$ cat config.mk
export PLATFORM = sky130hd
export DESIGN_NAME = keypad_matrix_debounce_scanner_unit
export DESIGN_NICKNAME = d
export VERILOG_FILES = /design/src/sv/kmds_pkg.sv /design/src/sv/kmds_ctrl.sv /design/src/sv/kmds_datapath.sv /design/src/sv/keypad_matrix_debounce_scanner_unit.sv
export SDC_FILE = /design/constraint.sdc
export NUM_CORES = 1
export LEC_CHECK = 0
export ABC_CLOCK_PERIOD_IN_PS = 4500
export BUFFER_PORTS_ARGS = -buffer_cell sky130_fd_sc_hd__buf_4
export CELL_PAD_IN_SITES_DETAIL_PLACEMENT = 2
export CELL_PAD_IN_SITES_GLOBAL_PLACEMENT = 2
export CORE_MARGIN = 8
export CORE_UTILIZATION = 45
export CTS_CLUSTER_DIAMETER = 120
export DETAILED_ROUTE_END_ITERATION = 12
export PLACE_DENSITY = 0.9
export SYNTH_ARGS = -nofsm -noshare
export SYNTH_HDL_FRONTEND = slang
export SYNTH_SLANG_ARGS = --single-unit
$ cat constraint.sdc
create_clock -name aclk -period 4.5 [get_ports aclk]
set_clock_uncertainty 0.05 [all_clocks]
set_input_delay 0.9 -clock aclk [delete_from_list [all_inputs] [get_ports aclk]]
set_output_delay 0.9 -clock aclk [all_outputs]
set_load 0.01 [all_outputs]
$ cat src/sv/kmds_pkg.sv
// Package for the 4x4 keypad scanner: sizes, mode codes, controller states
// and the command and status structs between controller and datapath.
// Depends on nothing.
package kmds_pkg;

    localparam int HISTORY_BITS = 8;
    localparam int NUM_ROWS     = 4;
    localparam int NUM_COLS     = 4;
    localparam int ROW_W        = 2;
    localparam int COL_W        = 2;
    localparam int KEY_W        = 4;

    // Item mode codes.
    localparam logic MODE_SCAN = 1'b0;
    localparam logic MODE_POLL = 1'b1;

    typedef enum logic [3:0] {
        ST_IDLE = 4'b0001,
        ST_SCAN = 4'b0010,
        ST_POLL = 4'b0100,
        ST_DONE = 4'b1000
    } kmds_state_t;

    typedef struct packed {
        logic load;       // capture an accepted beat, restart the poll sweep
        logic scan;       // shift the row sample into the current column
        logic poll_step;  // compare one column of keys
        logic out_load;   // move the result into the output register
    } kmds_cmd_t;

    typedef struct packed {
        logic poll_last;  // the poll sweep is on its final column
    } kmds_status_t;

    // Active-low one-hot drive for a column.
    function automatic logic [NUM_COLS-1:0] drive_for(input logic [COL_W-1:0] col);
        logic [NUM_COLS-1:0] sel;
        sel = NUM_COLS'(1) << col;
        return ~sel;
    endfunction

endpackage

$ cat src/sv/kmds_ctrl.sv
// Controller state machine of the keypad scanner.
// Depends on kmds_pkg; drives commands to kmds_datapath.
module kmds_ctrl
    import kmds_pkg::*;
(
    input  logic         aclk,
    input  logic         aresetn,
    input  logic         s_valid,
    input  logic         s_mode,
    output logic         s_ready,
    output logic         m_valid,
    input  logic         m_ready,
    input  kmds_status_t status,
    output kmds_cmd_t    cmd
);

    kmds_state_t state_reg, state_next;
    logic        m_valid_reg, m_valid_next;

    always_comb begin
        state_next   = state_reg;
        cmd          = '0;
        m_valid_next = m_valid_reg;
        if (m_valid_reg && m_ready) begin
            m_valid_next = 1'b0;
        end
        case (state_reg)
            ST_IDLE: begin
                if (s_valid) begin
                    cmd.load   = 1'b1;
                    state_next = (s_mode == MODE_POLL) ? ST_POLL : ST_SCAN;
                end
            end
            ST_SCAN: begin
                cmd.scan   = 1'b1;
                state_next = ST_DONE;
            end
            ST_POLL: begin
                cmd.poll_step = 1'b1;
                if (status.poll_last) begin
                    state_next = ST_DONE;
                end
            end
            ST_DONE: begin
                if (!m_valid_reg || m_ready) begin
                    cmd.out_load = 1'b1;
                    m_valid_next = 1'b1;
                    state_next   = ST_IDLE;
                end
            end
            default: begin
                state_next = ST_IDLE;
            end
        endcase
    end

    always_ff @(posedge aclk) begin
        if (!aresetn) begin
            state_reg   <= ST_IDLE;
            m_valid_reg <= 1'b0;
        end else begin
            state_reg   <= state_next;
            m_valid_reg <= m_valid_next;
        end
    end

    assign s_ready = (state_reg == ST_IDLE);
    assign m_valid = m_valid_reg;

    a_onehot_state: assert property (@(posedge aclk) disable iff (!aresetn)
        $onehot(state_reg))
        else $error("controller state is not one-hot");

    a_load_starts_work: assert property (@(posedge aclk) disable iff (!aresetn)
        cmd.load |=> (state_reg == ST_SCAN || state_reg == ST_POLL))
        else $error("accepted beat did not start work");

    a_scan_single_cycle: assert property (@(posedge aclk) disable iff (!aresetn)
        state_reg == ST_SCAN |=> state_reg == ST_DONE)
        else $error("scan tick took more than one cycle");

    a_out_load_valid: assert property (@(posedge aclk) disable iff (!aresetn)
        cmd.out_load |=> m_valid_reg)
        else $error("result loaded but not presented");

endmodule

$ cat src/sv/kmds_datapath.sv
// Datapath of the keypad scanner: per-key debounce histories, stable and
// reported levels, column pointer, poll sweep and output register.
// Depends on kmds_pkg; commanded by kmds_ctrl.
module kmds_datapath
    import kmds_pkg::*;
(
    input  logic                aclk,
    input  logic                aresetn,
    input  logic [NUM_ROWS-1:0] s_row_levels,
    input  kmds_cmd_t           cmd,
    output kmds_status_t        status,
    output logic [NUM_COLS-1:0] m_column_drive,
    output logic                m_key_valid,
    output logic [KEY_W-1:0]    m_key_code
);

    localparam int KEYS = NUM_ROWS * NUM_COLS;

    logic [HISTORY_BITS-1:0] hist_reg [NUM_COLS][NUM_ROWS];
    logic [KEYS-1:0]         stable_reg;
    logic [KEYS-1:0]         reported_reg;
    logic [COL_W-1:0]        col_reg;
    logic [COL_W-1:0]        poll_col_reg;
    logic [NUM_ROWS-1:0]     rows_reg;
    logic                    found_reg;
    logic [KEY_W-1:0]        code_reg;
    logic [NUM_COLS-1:0]     drive_out_reg;
    logic                    valid_out_reg;
    logic [KEY_W-1:0]        code_out_reg;

    logic [HISTORY_BITS-1:0] hist_next [NUM_ROWS];
    logic [NUM_ROWS-1:0]     stable_col;
    logic [NUM_ROWS-1:0]     reported_col;
    logic [NUM_ROWS-1:0]     new_press;
    logic                    hit;
    logic [ROW_W-1:0]        hit_row;
    logic [KEY_W-1:0]        poll_base;

    assign poll_base = {poll_col_reg, ROW_W'(0)};

    always_comb begin
        for (int r = 0; r < NUM_ROWS; r++) begin
            hist_next[r] = {hist_reg[col_reg][r][HISTORY_BITS-2:0], rows_reg[r]};
        end
    end

    // One column of the poll sweep; the highest newly pressed row wins.
    always_comb begin
        stable_col   = stable_reg[poll_base +: NUM_ROWS];
        reported_col = reported_reg[poll_base +: NUM_ROWS];
        new_press    = reported_col & ~stable_col;
        hit          = 1'b0;
        hit_row      = '0;
        for (int r = 0; r < NUM_ROWS; r++) begin
            if (new_press[r]) begin
                hit     = 1'b1;
                hit_row = ROW_W'(r);
            end
        end
    end

    assign status.poll_last = (poll_col_reg == COL_W'(NUM_COLS - 1));

    always_ff @(posedge aclk) begin
        if (!aresetn) begin
            for (int c = 0; c < NUM_COLS; c++) begin
                for (int r = 0; r < NUM_ROWS; r++) begin
                    hist_reg[c][r] <= '1;
                end
            end
            stable_reg   <= '1;
            reported_reg <= '1;
            col_reg      <= '0;
            poll_col_reg <= '0;
        end else begin
            if (cmd.load) begin
                poll_col_reg <= '0;
            end
            if (cmd.scan) begin
                for (int r = 0; r < NUM_ROWS; r++) begin
                    hist_reg[col_reg][r] <= hist_next[r];
                    if (&hist_next[r]) begin
                        stable_reg[{col_reg, ROW_W'(r)}] <= 1'b1;
                    end else if (~|hist_next[r]) begin
                        stable_reg[{col_reg, ROW_W'(r)}] <= 1'b0;
                    end
                end
                col_reg <= col_reg + COL_W'(1);
            end
            if (cmd.poll_step) begin
                reported_reg[poll_base +: NUM_ROWS] <= stable_col;
                poll_col_reg <= poll_col_reg + COL_W'(1);
            end
        end
    end

    always_ff @(posedge aclk) begin
        if (cmd.load) begin
            rows_reg  <= s_row_levels;
            found_reg <= 1'b0;
            code_reg  <= '0;
        end else if (cmd.poll_step && hit) begin
            found_reg <= 1'b1;
            code_reg  <= KEY_W'({poll_col_reg, hit_row});
        end
        if (cmd.out_load) begin
            drive_out_reg <= drive_for(col_reg);
            valid_out_reg <= found_reg;
            code_out_reg  <= code_reg;
        end
    end

    assign m_column_drive = drive_out_reg;
    assign m_key_valid    = valid_out_reg;
    assign m_key_code     = code_out_reg;

endmodule

$ cat src/sv/keypad_matrix_debounce_scanner_unit.sv
// Top level of the 4x4 keypad scanner with shift-register debounce.
// Depends on kmds_pkg, kmds_ctrl and kmds_datapath.
//
// The block takes one beat at a time on the s_ channel and returns exactly
// one result beat on the m_ channel for each. A scan tick (s_mode low)
// shifts the four row levels, sampled while the current column was driven
// low, into that column's 8-bit key histories: a history of all ones makes
// the key stable released, all zeros stable pressed, anything else leaves
// it alone; the column pointer then advances and the result carries the
// active-low drive for the next column, with key_valid and key_code zero.
// A poll (s_mode high) copies every key's stable level into its reported
// level and reports the highest code (row + 4*column) of a key that went
// from released to pressed; releases are absorbed silently and the column
// drive shows the current column. A scan tick passes through accept,
// history update and result load before the next beat can be accepted;
// a poll passes through accept, the sweep, which compares one column of
// four keys per cycle over the four columns, and result load. The result
// sits in an output register, so a new beat can be accepted while the
// previous result still waits for m_ready; the block only stalls when a
// finished result finds that register still occupied.
module keypad_matrix_debounce_scanner_unit
    import kmds_pkg::*;
(
    input  logic                aclk,
    input  logic                aresetn,
    input  logic                s_valid,
    output logic                s_ready,
    input  logic                s_mode,
    input  logic [NUM_ROWS-1:0] s_row_levels,
    output logic                m_valid,
    input  logic                m_ready,
    output logic [NUM_COLS-1:0] m_column_drive,
    output logic                m_key_valid,
    output logic [KEY_W-1:0]    m_key_code
);

    // Command and status groups between the controller and the datapath.
    kmds_cmd_t    cmd;
    kmds_status_t status;

    // The controller sequences each beat: capture, scan or poll sweep, then
    // hand-off to the output register.
    kmds_ctrl u_ctrl (
        .aclk    (aclk),
        .aresetn (aresetn),
        .s_valid (s_valid),
        .s_mode  (s_mode),
        .s_ready (s_ready),
        .m_valid (m_valid),
        .m_ready (m_ready),
        .status  (status),
        .cmd     (cmd)
    );

    // The datapath holds all key state and the result payload.
    kmds_datapath u_datapath (
        .aclk           (aclk),
        .aresetn        (aresetn),
        .s_row_levels   (s_row_levels),
        .cmd            (cmd),
        .status         (status),
        .m_column_drive (m_column_drive),
        .m_key_valid    (m_key_valid),
        .m_key_code     (m_key_code)
    );

endmodule
**After elaboration in Yosys (flattened, before gate mapping)**

Memories as Yosys holds them, arrays and structs flattened. A register that Yosys moved wholly into a read port is not among the register bits.
Index checks and enable logic that the tools add are counted.
W data, S select, Z words.

- Flip-flop bits (word level): 59
- Latch bits: 0
- Bits in writable memories: 128
- Memory bits (read-only): 0
- Bits of input ports: 9
- Output and inout bits: 11
- Word-level logic and storage cells: 126
- Memories kept: 1

- Add/subtract/negate cells: 3
- Multiply operators: 0
- Divide/modulo/power cells: 0
- Order comparisons: 8
- Eq/ne operators: 8
- Shift-type cells: 5
- Multiplexer cells: 55
- Bitwise logic cells: 15
- Reductions and logical operators: 19

Memory list:

| memory | depth | bits a word | rd ports | clocked after memory_dff | write ports | RTL line | RTL |
|---|---|---|---|---|---|---|---|
| u_datapath.hist_reg | 4 | 32 | 1 | 1 | 4 | kmds_datapath.sv:19 | `logic [HISTORY_BITS-1:0] hist_reg [NUM_COLS][NUM_ROWS];` |

Operator list:

| cell | count |
|---|---|
| $mux W16 | 14 |
| $and A16 B16 Y16 | 4 |
| $mux W32 | 1 |
| $reduce_and A8 Y1 | 4 |
| $reduce_or A32 Y1 | 1 |
| $reduce_or A8 Y1 | 4 |
| $shiftx A16 B5 Y4 | 2 |
| $mux W1 | 23 |
| $lt A4 B5 Y1 const B | 4 |
| $bwmux W16 | 1 |
| $ge A4 B1 Y1 const B | 4 |
| $not A13 Y16 | 1 |
| $not A14 Y16 | 1 |
| $not A15 Y16 | 1 |
| $not A16 Y16 | 1 |
| $or A16 B13 Y16 | 1 |
| $or A16 B14 Y16 | 1 |
| $or A16 B15 Y16 | 1 |
| $or A16 B16 Y16 | 1 |
| $pmux W4 S4 | 1 |
| $shift A4 B6 Y16 const A | 1 |
| $shiftx A4 B6 Y16 | 1 |
| $mux W2 | 7 |
| $mux W4 | 3 |
| other kinds (19) | 30 |

**Logic depth before layout (Yosys ltp)**

- Word-level depth: 23
- Mapped depth: 7

**By module**

From an unflattened synthesis, not the netlist that was laid out.

- Cell total of the unflattened synthesis: 559
- Area total of the unflattened synthesis: 7592.3 sq um

Modules (own cells, without submodules):

| module | instances | cells an instance | area an instance (sq um) | sequential area each (sq um) |
|---|---|---|---|---|
| kmds_datapath | 1 | 534 | 7338.3 | 4614.4 |
| kmds_ctrl | 1 | 25 | 254.0 | 100.1 |

**Least setup slack after synthesis**

No wires, ideal clock.

- Path kind: input to register
- Start: in aresetn
- End: reg (tool-made name)
- Data arrival time: 2.557 ns
- Required time: 4.329 ns
- Setup slack: 1.773 ns
- Stages on the path: 4
- Buffers on the path: 2
- Path through: clkbuf_1 > clkbuf_1 > nand2b_1 > o221a_2

RTL lines:

| element | RTL line | RTL |
|---|---|---|
| start, declared | keypad_matrix_debounce_scanner_unit.sv:25 | `input logic aresetn,` |

==> impl_metrics.py <==
metrics = {
    "outcome": {
        "status": "finished clean",
    },
    "global_routing": {
        "antenna_found_initial": 0,
        "grt_pass1_wl_mm": 36.1,
        "grt.total_usage_pct": 22.0,
        "grt_pass1_vias": 5804,
        "overflow": 0,
        "grt_max_degree": 45,
    },
    "floorplan": {
        "fp.coreArea_um2": 17200,
        "die_area_um2": 22100,
        "design.portCount": 20,
        "initial_core_util_pct": 45.9,
        "fp.dieW_um": 149,
        "fp.dieH_um": 149,
        "std_cell_rows": 48,
    },
    "setup_path": {
        "crit_top_cell": "buf_4",
        "crit_slowest_cell": "nor4b_2",
        "crit_path_end_kind": "flip-flop",
        "critPathKind": "reg -> reg",
        "critPathTopFamily": "simple AND/OR/NAND/NOR gates",
        "cp.required_ns": 4.55,
        "path_cells": "nor4b_2 > and3_1 > buf_4 > nand2b_1 > buf_4",
        "r2r_slack_ns": 1.36,
        "critPathBufInv": 2,
        "path_max_fanout": 29,
        "cp.arrival_ns": 3.19,
        "startpoint_type": "flip-flop",
        "critPathMaxStageDelay_ns": 0.90,
    },
    "drt": {
        "wire_per_inst_um": 28.4,
        "drt_iter0_drc": 330,
        "ant_nets": 0,
        "via_per_inst": 6.14,
        "drc_errors": 0,
        "dr.pass1.iters": 6,
        "routed_wl_mm": 23.2,
        "vias": 5015,
    },
    "timing": {
        "finalSetupTns_ns": 0,
        "worst_slew_pin_slew_ns": 1.07,
        "fin_crit_sh_pct": 69.8,
        "timing.final.crit_period_ns": 3.14,
        "hold_viol": 0,
        "slew_viol_final": 0,
        "setup_viol": 0,
        "timing.slew.headroom_pct": 28.6,
        "rsz0062_at_grt": "false",
        "fmaxAchievable_mhz": 318,
        "setup_ws_ns": 1.36,
    },
    "place": {
        "place_congestion": 0.771,
        "place.port_buffers": 19,
        "pre_cts_ws_ns": 1.45,
        "dp_hpwl_mm": 13.3,
    },
    "power_and_ir_drop": {
        "leakagePower_uw": 0.00241,
        "ir_worst_vdd_mv": 0.274,
        "power_uw": 3660,
        "p_per_area_nw_per_um2": 412,
    },
    "cts": {
        "clk_pin_slew_ns": 0.07,
        "max-clock-path-buffers": 2,
        "cts_htree_levels": 4,
        "cts_tree": "built",
        "worstSkewPairLatency_ns": 0.45,
        "cts_buffers": 17,
        "ctsHoldBuffers": 0,
        "cts_sinks": 173,
        "cts_resized": 0,
        "post_cts_buffers": 0,
        "clock-root-buffer": "clkbuf_16",
    },
    "min_path": {
        "worstHoldPathType": "reg -> reg",
    },
    "synth": {
        "synth_area_per_cell_um2": 14.1,
        "ys_ff_latch": 173,
        "ys_seq_area_share_pct": 59.6,
        "synth_xor_area_share_pct": 0.111,
        "synth_area_leaders": "edfxtp_1, dfxtp_1, mux4_2, nand2b_1, nand2_1",
        "synth_cell_types": 47,
        "synthCells": 562,
        "synth_top_area_cell": "edfxtp_1",
        "synth_ff_type": "edfxtp_1",
        "synth_fa_ha_area_share_pct": 1.58,
        "synthMostInstantiatedCell": "edfxtp_1",
        "synth_top_family_by_area": "simple AND/OR/NAND/NOR gates",
        "synth-simple-area-share_pct": 17.3,
        "syn_area_um2": 7920,
        "synth_compound_area_share_pct": 6.01,
        "yosysWarningCount": 0,
        "synth_edf_count": 125,
        "async_reset_ff_share_pct": 0,
        "ys_top_cells_by_count": "edfxtp_1, nand2b_1, dfxtp_1, nand2_1, mux4_2",
        "synth.net_count": 581,
        "synth_top_area_share_pct": 47.4,
        "synthMuxAreaShare_pct": 13.0,
    },
    "cells_and_area": {
        "regArea_um2": 4720,
        "finish.utilization_pct": 51.6,
        "multi_input_comb_area_um2": 3010,
        "syn_to_final_growth_pct": 12.3,
        "fillers": 1552,
        "nets": 598,
        "layout-drive-gt1-share_pct": 22.8,
        "antenna_cells": 0,
    },
    "flow_run": {
        "maxCapViolCount": 0,
    },
}
-- area by class of cell --
class | instances | area share [%]
Sequential cell | 173 | 53.1
Multi-Input combinational cell | 347 | 33.8
Clock buffer | 17 | 4.79
Tap cell | 225 | 3.17
Timing Repair Buffer | 28 | 2.36
Clock inverter | 15 | 2.28
Inverter | 12 | 0.507
-- placed cells by master, fill, tap and decap left out, drive strengths merged, types with 9 or more instances in the layout --
cell type and instances:
nor4 9, dfxtp 48, o221a 16, nand3 16, mux2i 11, o21ai 9, nand2b 104, edfxtp 125
mux4 36, nand2 48, clkbuf 17, a221o 16, buf 28, nor2 16, ha 10, inv 19
-- stage by stage --
step           hold slack [ns]  std cells  area (µm²)
4_1_cts                  0.408        817        8890
2_1_floorplan            0.358        562        7920
6_report                 0.414        817        8890
5_1_grt                  0.434        817        8890
3_3_place_gp             0.363        785        8260
3_5_place_dp             0.377        785        8260
-- final timing paths --
kind | end | startpoint | cells after the start
min | u_datapath.m_key_code[1] | u_datapath.code_reg[1] | 0
min reg2reg | u_datapath.m_key_code[1] | u_datapath.code_reg[1] | 0
max reg2reg | u_datapath.hist_reg[2][26] | u_ctrl.state_reg[3] | 5
max | u_datapath.hist_reg[2][26] | u_ctrl.state_reg[3] | 5
-- kinds of logic (layout without fill, tap and decap cells) --
kind of cell | after synthesis | after routing
flops | 173 | 173
fa+ha+maj | 10 | 10
xor+xnor | 1 | 1
buf+inv | 42 | 72
mux | 55 | 55
compound gates | 51 | 51
simple gates | 230 | 230
-- metal layers --
layer  part of all wire (%)  vias to the layer above  global-route usage (%)
li1                       -                     2161                       -
met1                     38                     2677                    24.2
met2                     55                      124                    40.4
met3                    3.8                       53                    3.86
met4                    2.8                        0                    10.5
met5                      0                        -                       0
-- power breakdown --
group          total (µW)  internal, µW  switching [µW]
clock                1610           896             709
sequential           1790          1740            52.0
combinational         267          92.1             175
total                3660          2720             937
(Power assumes the default switching activity.)
